File: src/pcsc_pkg.sv
// Shared types, constants and codes for the per-client sequence checker.
package pcsc_pkg;

	// Table depth and entry index width
	localparam int MAX_CLIENTS = 16;
	localparam int IDX_W = (MAX_CLIENTS > 1) ? $clog2(MAX_CLIENTS) : 1;

	localparam logic [63:0] STALE_RESET = 64'd3000000000;

	// Configuration register indexes
	localparam logic [1:0] CFG_MAGIC   = 2'd0;
	localparam logic [1:0] CFG_VERSION = 2'd1;
	localparam logic [1:0] CFG_STALE   = 2'd2;

	typedef enum logic [1:0] {
		RSN_NONE      = 2'd0,
		RSN_BAD_MAGIC = 2'd1,
		RSN_VERSION   = 2'd2
	} reason_t;

	typedef enum logic [2:0] {
		CLS_NEXT         = 3'd0,
		CLS_NEW          = 3'd1,
		CLS_OUT_OF_ORDER = 3'd2,
		CLS_DUPLICATE    = 3'd3,
		CLS_GAP          = 3'd4,
		CLS_UNTRACKED    = 3'd5
	} seq_class_t;

	typedef enum logic [1:0] {
		ST_IDLE,
		ST_LOOK,
		ST_UPDATE
	} state_t;

	// Input beat
	typedef struct packed {
		logic [31:0] magic;
		logic [31:0] version;
		logic [63:0] client_id;
		logic [31:0] seq_num;
		logic [63:0] sent_time;
		logic [63:0] now_time;
		logic        has_command;
	} in_t;

	// Result beat
	typedef struct packed {
		logic        accepted;
		logic [1:0]  reject_reason;
		logic [2:0]  seq_class;
		logic        stale;
		logic [3:0]  slot;
		logic [63:0] last_heartbeat_time;
		logic [63:0] last_command_time;
	} out_t;

	// Broadcast from the controller to every cell
	typedef struct packed {
		logic        look;
		logic        commit;
		logic        any_hit;
		logic [63:0] key;
		logic [31:0] seq;
		logic [63:0] now;
		logic        has_cmd;
	} cell_ctrl_t;

	// Data handed from one cell to the next
	typedef struct packed {
		logic             free_seen;
		logic             hit_seen;
		logic [31:0]      hit_seq;
		logic [IDX_W-1:0] hit_idx;
		logic             claim_seen;
		logic [IDX_W-1:0] claim_idx;
	} chain_t;

endpackage

File: src/pcsc_cell.sv
// One client table entry with its match, free-slot and hand-off logic.
module pcsc_cell
	import pcsc_pkg::*;
(
	input  logic             clk,
	input  logic             arst_n,
	input  logic [IDX_W-1:0] idx,
	input  cell_ctrl_t       ctrl,
	input  chain_t           chain_in,
	output chain_t           chain_out
);

	logic        valid_q;
	logic [63:0] key_q;
	logic [31:0] last_seq_q;
	logic [63:0] heartbeat_q;
	logic [63:0] command_q;
	logic        hit_q;
	logic        claim_q;
	logic        take;

	// Latch match and first-free decisions during lookup
	always_ff @(posedge clk or negedge arst_n) begin
		if (!arst_n) begin
			hit_q   <= 1'b0;
			claim_q <= 1'b0;
		end else if (ctrl.look) begin
			hit_q   <= valid_q && (key_q == ctrl.key);
			claim_q <= !valid_q && !chain_in.free_seen;
		end
	end

	// Claim this entry only when no other entry holds the key
	assign take = ctrl.commit && (hit_q || (claim_q && !ctrl.any_hit));

	always_ff @(posedge clk or negedge arst_n) begin
		if (!arst_n) begin
			valid_q <= 1'b0;
		end else if (take) begin
			valid_q <= 1'b1;
		end
	end

	// Update entry contents on commit
	always_ff @(posedge clk) begin
		if (take) begin
			heartbeat_q <= ctrl.now;
			if (hit_q) begin
				last_seq_q <= ctrl.seq;
				if (ctrl.has_cmd) begin
					command_q <= ctrl.now;
				end
			end else begin
				key_q      <= ctrl.key;
				last_seq_q <= 32'd0;
				command_q  <= ctrl.has_cmd ? ctrl.now : 64'd0;
			end
		end
	end

	// Pass results down the row
	always_comb begin
		chain_out            = chain_in;
		chain_out.free_seen  = chain_in.free_seen | !valid_q;
		chain_out.hit_seen   = chain_in.hit_seen | hit_q;
		chain_out.hit_seq    = chain_in.hit_seq | (hit_q ? last_seq_q : 32'd0);
		chain_out.hit_idx    = chain_in.hit_idx | (hit_q ? idx : '0);
		chain_out.claim_seen = chain_in.claim_seen | claim_q;
		chain_out.claim_idx  = chain_in.claim_idx | (claim_q ? idx : '0);
	end

endmodule

File: config.mk
export PLATFORM = sky130hd
export DESIGN_NAME = pcsc_cell
export DESIGN_NICKNAME = d
export VERILOG_FILES = /design/src/pcsc_pkg.sv /design/src/pcsc_cell.sv
export SDC_FILE = /design/constraint.sdc
export NUM_CORES = 1
export LEC_CHECK = 0
export BUFFER_PORTS_ARGS = -buffer_cell sky130_fd_sc_hd__buf_4
export CAP_MARGIN = 15
export CORE_MARGIN = 2
export CORE_UTILIZATION = 44
export DETAILED_ROUTE_END_ITERATION = 8
export GPL_TIMING_DRIVEN = 0
export MAX_ROUTING_LAYER = met4
export PLACE_DENSITY_LB_ADDON = 0.12
export SYNTH_ARGS = -nofsm -noshare
export SYNTH_HDL_FRONTEND = slang
export SYNTH_SLANG_ARGS = --single-unit
File: constraint.sdc
create_clock -name clk -period 5 [get_ports clk]
set_input_delay 0.25 -clock clk [delete_from_list [all_inputs] [get_ports clk]]
set_output_delay 0.25 -clock clk [all_outputs]
set_load 0.03 [all_outputs]
; Word-level counts from Yosys, hierarchy flattened
; Cells that the tools add are included.
[op_classes]
muxes = 3
bitwise = 7
n_reduce_logical = 9
eq_ne = 1
[op_table]
columns = op, count
row1 = == test 64 bit, 1
row2 = 2-to-1 mux 32 bit, 1
row3 = bitwise OR 32 bit, 1
row4 = 2-to-1 mux 4 bit, 2
row5 = bitwise OR 4 bit, 2
row6 = logical AND 1 bit, 4
row7 = logical NOT 1 bit, 3
row8 = bitwise OR 1 bit, 3
row9 = AND reduction 2 bit, 1
row10 = logical OR 1 bit, 1
row11 = inverter 1 bit, 1
[word_totals]
input_bits = 213
out_inout_bits = 43
wordCells = 25
reg_bits = 99

; Longest topological paths before layout
[depth]
ltp_word = 5
depth_mapped = 5
mapped_depth_nobuf = 5

; Worst setup path after synthesis
; OpenSTA, ideal clock, no wires.
[synth_timing]
path_kind = reg2reg
startpoint = register hit_q
endpoint = register key_q[0], enable pin
required_ns = 4.513
path_stages_with_launch = 4
setup_ns = 0.487
path_buffers = 2
slack_ns = 1.094
arrival_ns = 3.420
period_less_slack_ns = 3.906
cell_sequence = dfrtp_1 -> clkbuf_1 -> clkbuf_1 -> nor2_1
[synth_via]
elab_chain_len = 3
word_cells_on_any_way = 4
classes_between = 1 x bitwise / 3 x reduce/logical
[synth_rtl]
columns = element, line
row1 = from (decl), pcsc_cell.sv:18  ; logic hit_q;
row2 = from (signal assigned), pcsc_cell.sv:28  ; hit_q <= valid_q && (key_q == ctrl.key);
row3 = logical OR 1 bit, pcsc_cell.sv:34  ; assign take = ctrl.commit && (hit_q || (claim_q && !ctrl.any_hit));
row4 = logical AND 1 bit, pcsc_cell.sv:34
row5 = AND reduction 2 bit (no line) *, --
row6 = to (signal assigned), pcsc_cell.sv:54  ; key_q <= ctrl.key;
row7 = to (decl), pcsc_cell.sv:14  ; logic [63:0] key_q;
; Mark *: on every way between the ends. The rest lies on a longest branch, timed or not.
; A chain may end at the register's enable or synchronous reset.

; Worst setup path after layout
[layout_timing]
startpoint = register hit_q
endpoint = register key_q[37], enable pin
; The elaborated chain is that of the path after synthesis.

==> summary.txt <==
Status
  • Status: complete, no violations

Logic synthesis
  • Post-synthesis sequential area ratio: 68.60%
  • Mapped cell area: 0.004312 sq mm
  • Distinct cells, synth: 24
  • Yosys warning count: 0
  • Number of synthesized register bits: 99
  • Synth Net Count: 505
  • Avg Inst Size Synth: around 15 sq um
  • Share of synthesized flip-flops with an asynchronous set or reset: 3.030%
  • Main synth FF type: edfxtp_1
  • Synth Instances: 292
  • Number of synthesized flops with an enable pin: 96

Routing
  • Avg WL per Cell: 15.03 um
  • Post-route ant nets: 0
  • 1st-iter DRT viols: 71
  • First drt pass iteration count: 4
  • Final WL: 9542 um
  • DRC Markers: 0
  • Vias: 2991
  • DR vias/cell: 4.710

Placed design
  • Dpl hpwl: 7365 um
  • Buffers on Ports: 190
  • Routability congestion estimate: a little under 0.8
  • Cells after DPL: 617
  • Pre-CTS setup slack: 2622 ps

Global routing
  • GRT Residual Overflow: 0
  • Largest net degree at the start of global routing: 33
  • GRT Overall Usage: 17.86%
  • Antenna violations before repair: 0
  • First-pass GRT wire length: about 14000 um
  • Vias in the first global route: roughly 2800

Worst setup path
  • Worst Setup End Kind: flop
  • Setup Crit Path Kind: reg2reg
  • Worst Path Arrival: 2210 ps
  • Crit-path max FO: 24
  • Crit path launch type: flop
  • Required @ worst endpoint: between 5000 and 6000 ps

Flow run
  • Max_cap viols: 0

Timing
  • Min cycle time layout: 2159 ps
  • Pins Over Slew Limit: 0
  • Final hold vios: 0
  • Min Hold Slack: 83.45 ps
  • Unrepaired setup endpoints after global routing: false
  • Setup Viol. Count Final: 0
  • Max_slew headroom: between 50% and 60%
  • Final worst path period share: a little over two fifths
  • Slew at the pin with the worst max-slew slack: 725.6 ps
  • Final setup margin: approximately 2800 ps
  • Max Freq: ~460 MHz
  • Clock Skew: roughly 11 ps

Die
  • Row cnt: 36
  • Total core area: roughly 0.0096 sq mm
  • Die Area: 0.01061 sq mm
  • Die Span X: 103.0 um
  • Num ports: about 260
  • Die Ht: just over 100 um
  • Starting Density: ~45%

Finish
  • Most common cell after layout, fill and taps aside: buf_4
  • Ant. Diodes: 0
  • P&R area growth vs syn: 44.08%
  • Post-Layout Cell Count: 635
  • Final #Nets: 710
  • Most frequent cells in the layout: buf_4, edfxtp_1, xnor2_1, a21o_1, and2_1
  • Fraction of layout cells with a size suffix above 1: 42.03%

CTS
  • Root buf cell: clkbuf_8
  • CTS H-tree lvls: 3
  • Post-CTS sizing: 0
  • Clock Pin Slew Worst Setup and Hold Paths: 90 ps
  • Max Buffers Root-to-Sink: 2
  • TritonCTS Buffers: 9
  • TritonCTS clock tree: done
  • Clock Latency Late Sink: 350 ps
  • Sinks on Clock Net: 99

Power
  • Max VDD drop: 0.1614 mV
  • LEAKAGE: roughly 0.0026 uW
  • PD cells: 278.8 mW/mm^2

Min path
  • Worst hold path type: in2reg
[per-layer routing]
layer / vias to the layer above / GRT usage (%) / wire (um)
met4: 0 / 6.781 / 130
met1: 1404 / 23.40 / 4150
met2: 101 / 27.17 / 4648
li1: 1475 / - / -
met5: - / - / 0
met3: 11 / 4.203 / 612
[sequential cells by signal (all words and copies together) (netlist names)]
name,flops
key_q,64
last_seq_q,32
claim_q,1
hit_q,1
valid_q,1
[metrics by stage]
stage	util [%]	setup TNS, ps	power, uW	area [sq um]
after global placement	61.25	-11800	1203	5904
final	64.45	0	1732	6212
after floorplan	-	0	1062	4312
after detailed placement	61.90	0	1210	5967
after CTS	64.16	0	1749	6185
after global routing	64.45	0	1798	6212
[power breakdown]
group	switching, uW	total (uW)	internal [uW]
Sequential	10.6	940	930
Clock	262	540	278
Combinational	111	251	140
Total	383	1730	1350
[worst max-delay path, cell delays in order, from the launching register on]
cell and delay [ps]:
dfrtp_1 330, clkbuf_1 330, o21ai_0 310, nor2_4 630, buf_16 250
[cell usage after synthesis, types with 2 or more instances]
cell type	count	area, sq um
clkbuf_1	7	26.28
a21o_1	40	300.3
o22ai_1	3	18.77
nor2_1	3	11.26
and2_1	32	200.2
inv_1	13	48.80
dfrtp_1	3	75.07
nor4_1	6	37.54
xnor2_1	44	385.4
nand4_1	13	81.33
xor2_1	7	61.31
nand2b_1	9	56.30
o2111ai_1	2	17.52
or2_2	2	12.51
a22o_1	4	35.03
edfxtp_1	96	2883
[final cells by class]
class / count / area, sq um
Clock buffer: 10 / 127.6
Inverter: 13 / 48.80
Multi-Input combinational cell: 172 / 1281
Fill cell: 807 / 3427
Timing Repair Buffer: 194 / 1519
Clock inverter: 6 / 80.08
Sequential cell: 99 / 2958
Tap cell: 133 / 166.4
Buffer: 8 / 31.28
[worst paths after layout]
check,start,endpoint,slack [ps],cells after the start
worst max-delay path,hit_q,key_q[37],2840,4
worst min-delay path,ctrl[128],key_q[31],80,1
worst max register to register,hit_q,key_q[37],2840,4
worst min register to register,valid_q,valid_q,530,1
max in group asynchronous,arst_n,valid_q,4650,2
min in group asynchronous,arst_n,claim_q,260,2
[timing repair]
item | CTS | global route
endpoints found under the hold margin | 3 | 0
hold buffers | 1 | 0
setup buffers | 0 | 0
[cell families (layout without fill, tap and decap cells)]
kind of cell,Yosys count,in the layout,share of synthesized area (%)
DFF,99,99,68.60
and+or+nand+nor,67,67,9.518
AOI/OAI and AO/OA,53,53,9.402
xor gates and xnor gates,51,51,10.36
buffers and inverters,21,231,1.857
muxes,1,1,0.2612
Power figures use the tool's default switching activity.
